--- src/sssd_pkg.sv ---
// Shared types, constants and lookup functions of the seven-segment scan driver.
package sssd_pkg;

    localparam int DIGITS_DEF = 6;      // default number of digit positions
    localparam int POS_W      = 3;      // scan position width, up to eight positions
    localparam int NUM_W      = 20;     // display number width
    localparam int DOT_W      = 6;      // dot mask width
    localparam int DUR_W      = 8;      // duration width
    localparam int SPS_W      = 16;     // slots per second width
    localparam int CNT_W      = 24;     // slot count and limit width
    localparam int CMD_W      = 2;
    localparam int STAT_W     = 2;
    localparam int WORD_W     = 16;
    localparam int SEG_W      = 8;
    localparam int DIGIT_W    = 4;
    localparam int MAG_W      = 21;     // reciprocal constant width
    localparam int SH_W       = 6;      // reciprocal shift width
    localparam int PROD_W     = NUM_W + MAG_W;
    localparam int IN_DATA_W  = 40;     // number, dots, duration, padded to bytes

    localparam logic [SPS_W-1:0] SPS_RESET = 16'd1000;

    localparam logic [CMD_W-1:0] CMD_START = 2'd0;
    localparam logic [CMD_W-1:0] CMD_TICK  = 2'd1;
    localparam logic [CMD_W-1:0] CMD_STOP  = 2'd2;

    localparam logic [STAT_W-1:0] STAT_SCAN    = 2'd0;
    localparam logic [STAT_W-1:0] STAT_TIMEOUT = 2'd1;
    localparam logic [STAT_W-1:0] STAT_STOP    = 2'd2;

    localparam logic [SEG_W-1:0] DOT_BIT = 8'h80;

    // q / 10 for q below 2**20: (q * DIV10_MAG) >> DIV10_SH
    localparam logic [MAG_W-1:0] DIV10_MAG = 21'd1677722;
    localparam int               DIV10_SH  = 24;

    typedef struct packed {
        logic               has_scan;      // scan word for one position
        logic               has_blank;     // blank word follows (or stands alone)
        logic [STAT_W-1:0]  blank_status;
        logic               dot;
        logic [POS_W-1:0]   pos;
    } t_ctl;

    function automatic logic [SEG_W-1:0] seg_pattern(input logic [DIGIT_W-1:0] d);
        logic [SEG_W-1:0] s;
        unique case (d)
            4'd0:    s = 8'h3F;
            4'd1:    s = 8'h06;
            4'd2:    s = 8'h5B;
            4'd3:    s = 8'h4F;
            4'd4:    s = 8'h66;
            4'd5:    s = 8'h6D;
            4'd6:    s = 8'h7D;
            4'd7:    s = 8'h27;
            4'd8:    s = 8'h7F;
            4'd9:    s = 8'h6F;
            default: s = 8'h00;
        endcase
        return s;
    endfunction

    // n / 10**k for n below 2**20 is (n * recip_mag(k)) >> recip_sh(k), exact
    function automatic logic [MAG_W-1:0] recip_mag(input logic [POS_W-1:0] k);
        logic [MAG_W-1:0] m;
        unique case (k)
            3'd0:    m = 21'd1048576;
            3'd1:    m = 21'd1677722;
            3'd2:    m = 21'd1342178;
            3'd3:    m = 21'd1073742;
            3'd4:    m = 21'd1717987;
            3'd5:    m = 21'd1374390;
            3'd6:    m = 21'd1099512;
            default: m = 21'd1759219;
        endcase
        return m;
    endfunction

    function automatic logic [SH_W-1:0] recip_sh(input logic [POS_W-1:0] k);
        logic [SH_W-1:0] s;
        unique case (k)
            3'd0:    s = 6'd20;
            3'd1:    s = 6'd24;
            3'd2:    s = 6'd27;
            3'd3:    s = 6'd30;
            3'd4:    s = 6'd34;
            3'd5:    s = 6'd37;
            3'd6:    s = 6'd40;
            default: s = 6'd44;
        endcase
        return s;
    endfunction

endpackage

--- src/sssd_ctrl.sv ---
// Run control: command decode, slot counting, scan position and the issue register.
module sssd_ctrl #(
    parameter int DIGITS = sssd_pkg::DIGITS_DEF
) (
    input  logic                          i_clk,
    input  logic                          i_rst_n,
    input  logic                          i_cfg_valid,
    input  logic [sssd_pkg::SPS_W-1:0]    i_cfg_data,
    input  logic                          i_accept,
    input  logic                          i_en,
    input  logic [sssd_pkg::CMD_W-1:0]    i_cmd,
    input  logic [sssd_pkg::NUM_W-1:0]    i_num,
    input  logic [sssd_pkg::DOT_W-1:0]    i_dots,
    input  logic [sssd_pkg::DUR_W-1:0]    i_dur,
    output logic                          o_valid,
    output sssd_pkg::t_ctl                o_ctl,
    output logic [sssd_pkg::NUM_W-1:0]    o_num,
    output logic [sssd_pkg::POS_W-1:0]    o_k
);

    localparam logic [sssd_pkg::POS_W-1:0] LAST_POS = sssd_pkg::POS_W'(DIGITS - 1);

    logic [sssd_pkg::SPS_W-1:0] r_sps;
    logic                       r_running, n_running;
    logic [sssd_pkg::POS_W-1:0] r_pos, n_pos;
    logic [sssd_pkg::CNT_W-1:0] r_count, n_count;
    logic [sssd_pkg::CNT_W-1:0] r_limit, n_limit;
    logic [sssd_pkg::NUM_W-1:0] r_num, n_num;
    logic [sssd_pkg::DOT_W-1:0] r_dots, n_dots;

    logic                       r_valid, n_valid;
    sssd_pkg::t_ctl             r_ctl, n_ctl;
    logic [sssd_pkg::NUM_W-1:0] r_inum;
    logic [sssd_pkg::POS_W-1:0] r_k, n_k;

    logic [sssd_pkg::CNT_W-1:0] count_inc;
    logic [7:0]                 dots_ext;

    assign count_inc = r_count + 1'b1;
    assign dots_ext  = {{(8-sssd_pkg::DOT_W){1'b0}}, r_dots};

    always_comb begin
        n_running = r_running;
        n_pos     = r_pos;
        n_count   = r_count;
        n_limit   = r_limit;
        n_num     = r_num;
        n_dots    = r_dots;
        n_valid   = 1'b0;
        n_ctl     = '0;
        n_k       = LAST_POS - r_pos;
        if (i_accept) begin
            unique case (i_cmd)
                sssd_pkg::CMD_START: begin
                    n_num     = i_num;
                    n_dots    = i_dots;
                    n_limit   = sssd_pkg::CNT_W'(i_dur) * sssd_pkg::CNT_W'(r_sps);
                    n_pos     = '0;
                    n_count   = '0;
                    n_running = 1'b1;
                end
                sssd_pkg::CMD_TICK: begin
                    if (r_running) begin
                        n_valid          = 1'b1;
                        n_ctl.has_scan   = 1'b1;
                        n_ctl.pos        = r_pos;
                        n_ctl.dot        = dots_ext[r_pos];
                        n_pos            = (r_pos == LAST_POS) ? '0 : r_pos + 1'b1;
                        n_count          = count_inc;
                        if (count_inc > r_limit) begin
                            n_running          = 1'b0;
                            n_ctl.has_blank    = 1'b1;
                            n_ctl.blank_status = sssd_pkg::STAT_TIMEOUT;
                        end
                    end
                end
                sssd_pkg::CMD_STOP: begin
                    n_running          = 1'b0;
                    n_valid            = 1'b1;
                    n_ctl.has_blank    = 1'b1;
                    n_ctl.blank_status = sssd_pkg::STAT_STOP;
                end
                default: begin
                end
            endcase
        end
    end

    always_ff @(posedge i_clk) begin
        if (!i_rst_n) begin
            r_sps     <= sssd_pkg::SPS_RESET;
            r_running <= 1'b0;
            r_pos     <= '0;
            r_count   <= '0;
            r_limit   <= '0;
            r_valid   <= 1'b0;
        end else begin
            if (i_cfg_valid) begin
                r_sps <= i_cfg_data;
            end
            r_running <= n_running;
            r_pos     <= n_pos;
            r_count   <= n_count;
            r_limit   <= n_limit;
            if (i_en) begin
                r_valid <= n_valid;
            end
        end
    end

    always_ff @(posedge i_clk) begin
        r_num  <= n_num;
        r_dots <= n_dots;
        if (i_en) begin
            r_ctl  <= n_ctl;
            r_inum <= r_num;
            r_k    <= n_k;
        end
    end

    assign o_valid = r_valid;
    assign o_ctl   = r_ctl;
    assign o_num   = r_inum;
    assign o_k     = r_k;

endmodule

--- src/sssd_scan_pipe.sv ---
// Digit extraction and word formatting pipeline with the output register.
module sssd_scan_pipe (
    input  logic                          i_clk,
    input  logic                          i_rst_n,
    input  logic                          i_valid,
    input  sssd_pkg::t_ctl                i_ctl,
    input  logic [sssd_pkg::NUM_W-1:0]    i_num,
    input  logic [sssd_pkg::POS_W-1:0]    i_k,
    input  logic                          i_ready,
    output logic                          o_en,
    output logic                          o_valid,
    output logic [sssd_pkg::WORD_W-1:0]   o_word,
    output logic [sssd_pkg::STAT_W-1:0]   o_status,
    output logic                          o_last
);

    // stage 2: n * reciprocal of 10**k
    logic                          r_v2;
    sssd_pkg::t_ctl                r_ctl2;
    logic [sssd_pkg::PROD_W-1:0]   r_prod2;
    logic [sssd_pkg::SH_W-1:0]     r_sh2;
    // stage 3: quotient and quotient / 10, low nibbles only
    logic                          r_v3;
    sssd_pkg::t_ctl                r_ctl3;
    logic [sssd_pkg::DIGIT_W-1:0]  r_q3;
    logic [sssd_pkg::DIGIT_W-1:0]  r_q10_3;
    // output
    logic                          r_ov;
    sssd_pkg::t_ctl                r_ctlo;
    logic [sssd_pkg::WORD_W-1:0]   r_word;
    logic                          r_second;

    logic [sssd_pkg::PROD_W-1:0]   n_prod2;
    logic [sssd_pkg::NUM_W-1:0]    quot;
    logic [sssd_pkg::PROD_W-1:0]   quot10_prod;
    logic [7:0]                    tens;
    logic [sssd_pkg::DIGIT_W-1:0]  digit;
    logic [sssd_pkg::SEG_W-1:0]    seg;
    logic [7:0]                    sel;
    logic [sssd_pkg::WORD_W-1:0]   n_word;
    logic                          show_scan;
    logic                          last_now;

    assign n_prod2     = sssd_pkg::PROD_W'(i_num) *
                         sssd_pkg::PROD_W'(sssd_pkg::recip_mag(i_k));
    assign quot        = sssd_pkg::NUM_W'(r_prod2 >> r_sh2);
    assign quot10_prod = sssd_pkg::PROD_W'(quot) * sssd_pkg::PROD_W'(sssd_pkg::DIV10_MAG);

    // digit = q - 10 * (q / 10), all mod 16
    assign tens  = ({4'b0, r_q10_3} << 3) + ({4'b0, r_q10_3} << 1);
    assign digit = r_q3 - tens[sssd_pkg::DIGIT_W-1:0];
    assign seg   = sssd_pkg::seg_pattern(digit) | (r_ctl3.dot ? sssd_pkg::DOT_BIT : 8'h00);
    assign sel   = ~(8'd1 << r_ctl3.pos);
    assign n_word = {sel, seg};

    assign show_scan = r_ctlo.has_scan && !r_second;
    assign last_now  = !(show_scan && r_ctlo.has_blank);
    assign o_en      = !r_ov || (i_ready && last_now);

    always_ff @(posedge i_clk) begin
        if (!i_rst_n) begin
            r_v2     <= 1'b0;
            r_v3     <= 1'b0;
            r_ov     <= 1'b0;
            r_second <= 1'b0;
        end else if (o_en) begin
            r_v2     <= i_valid;
            r_v3     <= r_v2;
            r_ov     <= r_v3;
            r_second <= 1'b0;
        end else if (r_ov && i_ready) begin
            r_second <= 1'b1;
        end
    end

    always_ff @(posedge i_clk) begin
        if (o_en) begin
            r_ctl2  <= i_ctl;
            r_prod2 <= n_prod2;
            r_sh2   <= sssd_pkg::recip_sh(i_k);
            r_ctl3  <= r_ctl2;
            r_q3    <= quot[sssd_pkg::DIGIT_W-1:0];
            r_q10_3 <= quot10_prod[sssd_pkg::DIV10_SH +: sssd_pkg::DIGIT_W];
            r_ctlo  <= r_ctl3;
            r_word  <= n_word;
        end
    end

    assign o_valid  = r_ov;
    assign o_word   = show_scan ? r_word : '0;
    assign o_status = show_scan ? sssd_pkg::STAT_SCAN : r_ctlo.blank_status;
    assign o_last   = last_now;

endmodule

--- src/seven_segment_scan_driver.sv ---
// Top level of the multiplexed seven-segment scan driver.
//
//  channel   | handshake                 | payload
//  ----------+---------------------------+------------------------------------------
//  request   | s_tvalid / s_tready       | s_tuser command, s_tdata number, dots, secs
//  result    | m_tvalid / m_tready       | m_tdata segment word, m_tuser status, m_tlast
//  config    | i_cfg_valid / o_cfg_ready | i_cfg_data slots per second
//
//  One request is taken per clock while s_tready is high. A tick passes through the
//  issue register and the reciprocal multiply, divide-by-ten and formatting registers.
//  A tick that times out yields two results and holds the pipe until the second is taken.
//  Reset is synchronous, active low; it stops the scan and restores 1000 slots/s.
//  A result held by m_tready low freezes the whole pipe, and s_tready falls with it.
module seven_segment_scan_driver #(
    parameter int DIGITS = sssd_pkg::DIGITS_DEF
) (
    input  logic                              i_clk,
    input  logic                              i_rst_n,
    // request stream
    input  logic                              s_tvalid,
    output logic                              s_tready,
    // [19:0] display_number, [25:20] dot_mask, [33:26] duration_seconds, zero pad
    input  logic [sssd_pkg::IN_DATA_W-1:0]    s_tdata,
    // [1:0] command
    input  logic [sssd_pkg::CMD_W-1:0]        s_tuser,
    // result stream
    output logic                              m_tvalid,
    input  logic                              m_tready,
    // [15:0] segment_word
    output logic [sssd_pkg::WORD_W-1:0]       m_tdata,
    // [1:0] status
    output logic [sssd_pkg::STAT_W-1:0]       m_tuser,
    output logic                              m_tlast,
    // config write
    input  logic                              i_cfg_valid,
    output logic                              o_cfg_ready,
    input  logic [sssd_pkg::SPS_W-1:0]        i_cfg_data
);

    logic                       en;
    logic                       accept;
    logic                       issue_valid;
    sssd_pkg::t_ctl             issue_ctl;
    logic [sssd_pkg::NUM_W-1:0] issue_num;
    logic [sssd_pkg::POS_W-1:0] issue_k;

    assign s_tready    = en;
    assign accept      = s_tvalid && en;
    assign o_cfg_ready = 1'b1;

    sssd_ctrl #(
        .DIGITS (DIGITS)
    ) u_ctrl (
        .i_clk       (i_clk),
        .i_rst_n     (i_rst_n),
        .i_cfg_valid (i_cfg_valid),
        .i_cfg_data  (i_cfg_data),
        .i_accept    (accept),
        .i_en        (en),
        .i_cmd       (s_tuser),
        .i_num       (s_tdata[19:0]),
        .i_dots      (s_tdata[25:20]),
        .i_dur       (s_tdata[33:26]),
        .o_valid     (issue_valid),
        .o_ctl       (issue_ctl),
        .o_num       (issue_num),
        .o_k         (issue_k)
    );

    // digit extraction, formatting and result hold
    sssd_scan_pipe u_pipe (
        .i_clk    (i_clk),
        .i_rst_n  (i_rst_n),
        .i_valid  (issue_valid),
        .i_ctl    (issue_ctl),
        .i_num    (issue_num),
        .i_k      (issue_k),
        .i_ready  (m_tready),
        .o_en     (en),
        .o_valid  (m_tvalid),
        .o_word   (m_tdata),
        .o_status (m_tuser),
        .o_last   (m_tlast)
    );

    // blank words are all zero
    a_blank_zero: assert property (@(posedge i_clk) disable iff (!i_rst_n)
        (m_tvalid && m_tuser != sssd_pkg::STAT_SCAN) |-> (m_tdata == '0))
        else $error("blank word not zero");

    // a scan word drives exactly one digit select low
    a_one_select: assert property (@(posedge i_clk) disable iff (!i_rst_n)
        (m_tvalid && m_tuser == sssd_pkg::STAT_SCAN) |-> ($countones(~m_tdata[15:8]) == 1))
        else $error("scan word select not one-cold");

    // only a scan word can be followed by another result of the same request
    a_nonlast_scan: assert property (@(posedge i_clk) disable iff (!i_rst_n)
        (m_tvalid && !m_tlast) |-> (m_tuser == sssd_pkg::STAT_SCAN))
        else $error("non-final result is not a scan word");

    // the timeout blank directly follows its scan word
    a_timeout_next: assert property (@(posedge i_clk) disable iff (!i_rst_n)
        (m_tvalid && m_tready && !m_tlast) |=>
            (m_tvalid && m_tlast && m_tuser == sssd_pkg::STAT_TIMEOUT))
        else $error("timeout blank missing after scan word");

    // the input stalls only behind a held result
    a_stall_cause: assert property (@(posedge i_clk) disable iff (!i_rst_n)
        !s_tready |-> (m_tvalid && (!m_tready || !m_tlast)))
        else $error("input stalled without a pending result");

endmodule
--- config.mk ---
export PLATFORM = sky130hd
export DESIGN_NAME = seven_segment_scan_driver
export DESIGN_NICKNAME = d
export VERILOG_FILES = /design/src/sssd_pkg.sv /design/src/sssd_ctrl.sv /design/src/sssd_scan_pipe.sv /design/src/seven_segment_scan_driver.sv
export SDC_FILE = /design/constraint.sdc
export NUM_CORES = 2
export LEC_CHECK = 0
export BUFFER_PORTS_ARGS = -buffer_cell sky130_fd_sc_hd__buf_2
export CORE_MARGIN = 10
export CORE_UTILIZATION = 35
export DETAILED_ROUTE_END_ITERATION = 10
export HOLD_SLACK_MARGIN = 0.12
export SYNTH_ARGS = -nofsm -noshare
export SYNTH_HDL_FRONTEND = slang
export SYNTH_SLANG_ARGS = --single-unit
--- constraint.sdc ---
create_clock -name i_clk -period 19.9 [get_ports i_clk]
set_input_delay 2.985 -clock i_clk [delete_from_list [all_inputs] [get_ports i_clk]]
set_output_delay 2.985 -clock i_clk [all_outputs]
set_load 0.02 [all_outputs]
==> impl_metrics.toml <==
[clocking]
postCtsSetupRepairBufs = 0
numCtsBuffers = 25
clk_pin_slew_worst_paths_ps = 80
cts_tree = "built"
htreeDepth = 1
hold_buffers = 0
cts-root-buf = "clkbuf_16"
clk_latency_ps = 600
cts_resized = 0
clock_sinks = 220
clock_path_buffers = 3

[worst_setup_path]
cp_top_family = "adder cells"
critPathArrivalTime_ps = 9580
r2r_start = "u_ctrl.o_k[1]"
crit_path_frequent_cell = "fa_1"
critical_path_class = "reg -> reg"
path_buf_inv = 4
cp-startpoint = "u_ctrl.o_k[1]"
cp-end-kind = "flip-flop"
slowest_delay_ps = 850
crit_required_ps = 20230
worstSetupStartpointType = "flip-flop"
path_max_fanout = 20
critical-path-slowest-cell = "and2_0"

[drt]
via_per_inst = 4.85
wl_per_cell_um = 17.5
drt_wl_total_um = 81700
drt-initial-drc-count = 1276
drc = 0
detail-route-antenna-nets = 0
vias = 22600
firstDrtPassIters = 5

[yosys]
synthesis.area_um2 = 32900
synth.area.mux_share = 0.0502
synth_simple_gate_area_frac = 0.127
synth_top_cell_by_area = "fa_1"
async_reset_ff_frac = 0
synth_ff_type = "edfxtp_1"
synthTopCellsByArea = "fa_1 (32%), ha_1 (14%), edfxtp_1 (13%)"
synthCells = 3379
synth_fa_ha_area_frac = 0.454
synthesis.nets = 4325
synth_compound_area_frac = 0.0618
synth_xor_area_frac = 0.0284
ys_seq_area_frac = 0.178
synth_top_family_by_area = "adder cells"
synth_top_area_frac = 0.317
synth_edf_count = 147
syn_area_per_cell_um2 = 9.75
ys_warn_count = 0
synthDistinctLibCells = 69
synth_seq_cells = 220

[floorplanning]
die_area_um2 = 107000
die_h_um = 327
die_x_um = 327
num_rows = 112
core_um2 = 93300
io_pins = 85
initial_core_util = 0.353

[timing]
fin_ws_ps = 10650
min_period_ps = 9250
timing.fmax_mhz = 108
setup_viol = 0
drv_slew = 0
finalCritPeriodShare = 0.465
worst_slew_pin_slew_ps = 1200
max_slew_margin = 0.190
fin_tns_setup_ps = 0
fin_skew_ps = 33.6
rsz0062_at_grt = "false"
hold_violations = 0

[placement]
dp_hpwl_um = 64700
place.gp.congestion = 0.894
dp_slack_ps = 10750
numPortBuffers = 77

[final_layout]
drive_above_1_share = 0.0643
layout.nets = 4331
area_growth_pct = 7.65

[global_route]
grt_max_degree = 76
grt_pass1_wl_um = 135000
gr-total-overflow = 0
grt_pass1_vias = 24600
antenna_found_initial = 6
grt_use_total = 0.157

[min_path]
min_from = "u_ctrl.r_num[7]"
hold_class = "reg -> reg"

[run_status]
status = "complete, no violations"

[job]
maxCapViolCount = 0

[pwr]
p_leak_nw = 17.5
power.density_nw_per_um2 = 156
irDropWorstVdd_mv = 0.253
[worst paths after layout]
| path | end | slack, ps | depth (start not counted) |
|---|---|---|---|
| worst max-delay path | u_pipe.r_prod2[40] | 10650 | 26 |
| worst min-delay path | u_ctrl.o_num[7] | 400 | 0 |
| worst max register to register | u_pipe.r_prod2[40] | 10650 | 26 |
| worst min register to register | u_ctrl.o_num[7] | 400 | 0 |
[synthesized netlist by cell type (11+ instances only)]
master and n:
mux2i_1 55, a21o_1 44, ha_1 361, nand2_1 377
and3_1 59, clkbuf_1 108, mux4_2 44, nor2b_1 43
a21boi_0 12, a31oi_1 15, nand2b_1 11, a22oi_1 13
nand3_1 27, nor2_1 112, a211oi_1 16, fa_1 522
a21oi_1 82, o21ai_0 60, edfxtp_1 147, xor2_1 34
nand4_1 11, and2_1 174, dfxtp_1 73, o21ai_1 19
xnor2_1 73, nor3_1 24, inv_1 730
[flip-flops by register name, summed over array words and instances, names as in the netlist, 4 cells and up]
name	cells
u_pipe.r_prod2	41
u_ctrl.r_sps	16
u_pipe.r_sh2	6
u_ctrl.o_ctl	8
u_ctrl.o_num	20
u_pipe.r_ctl3	8
u_pipe.r_ctl2	8
u_ctrl.r_count	24
u_pipe.r_word	16
u_pipe.r_q3	4
u_ctrl.r_dots	6
u_ctrl.r_limit	24
u_pipe.r_ctlo	4
u_ctrl.r_num	20
[power by group]
| group | leakage [nW] | switching, mW | internal, mW |
|---|---|---|---|
| sequential | 2.15 | 0.0666 | 0.736 |
| clock | 0.398 | 0.206 | 0.270 |
| combinational | 14.9 | 2.40 | 1.87 |
| total | 17.5 | 2.67 | 2.87 |
[layer usage]
layer	track usage	vias up	part of all wire
met5	0	-	0.00016
li1	-	10700	-
met1	0.207	11200	0.43
met2	0.264	596	0.47
met3	0.0285	122	0.069
met4	0.0430	2	0.027
[cells by family (layout without fill, tap and decap cells)]
family          count (synthesis)  count (layout)
compound gates                321             321
xor+xnor                      107             107
fa+ha+maj                     883             883
buf+inv                       866             891
flops                         220             220
mux                           109             109
other cells                     1               2
simple gates                  872             872
[final cells by class]
class	count	area, um^2
diodes	1	2.50
clock buffers	32	682
clock inverters	14	146
fillers	9377	57900
inverters	741	2790
multi-input cells	2293	23800
flip-flops and latches	220	5880
well taps	1254	1570
repair buffers	104	588
[through the flow]
step	cells	util	hold slack, ps	area [um^2]	power (mW)
finish	4659	0.380	402	35500	5.54
global route	4658	0.380	419	35500	6.22
CTS	4658	0.380	394	35500	5.56
detailed placement	4612	0.371	405	34600	5.04
global placement	4612	0.371	401	34600	5.01
floorplan	3379	-	400	32900	4.00
[worst register-to-register path, stage by stage (launching register included)]
cell and delay [ps]:
edfxtp_1 320, buf_4 320, nand2b_1 170, buf_4 250, and2_0 860, nor2_1 130
nor2_1 480, nor2_1 130, fa_1 470, fa_1 550, inv_1 60, fa_1 470
inv_1 50, fa_1 480, fa_1 570, fa_1 430, fa_1 460, ha_1 380
a211oi_1 290, nor2b_1 200, a21boi_1 330, o211ai_1 270, a211o_1 380, a221o_1 380
a211o_1 270, a21oi_1 180, xnor2_1 110
[placed cells by master, fill, tap and decap left out, drive strengths merged, types with 8 or more instances in the layout]
master / n
nor2b: 43
nor3: 25
fa: 522
mux2: 10
and3: 59
a31oi: 15
dfxtp: 73
nand4: 11
inv: 737
xnor2: 73
or3: 8
a21oi: 82
nand2b: 11
ha: 361
nand3: 27
a211oi: 16
clkbuf: 32
a21o: 44
edfxtp: 147
mux2i: 55
buf: 104
or2: 9
o21ai: 79
and2: 175
a21boi: 17
nand2: 377
mux4: 44
clkinv: 13
xor2: 34
a22oi: 13
nor2: 112
Note: power is estimated with default switching activity, not from simulation.
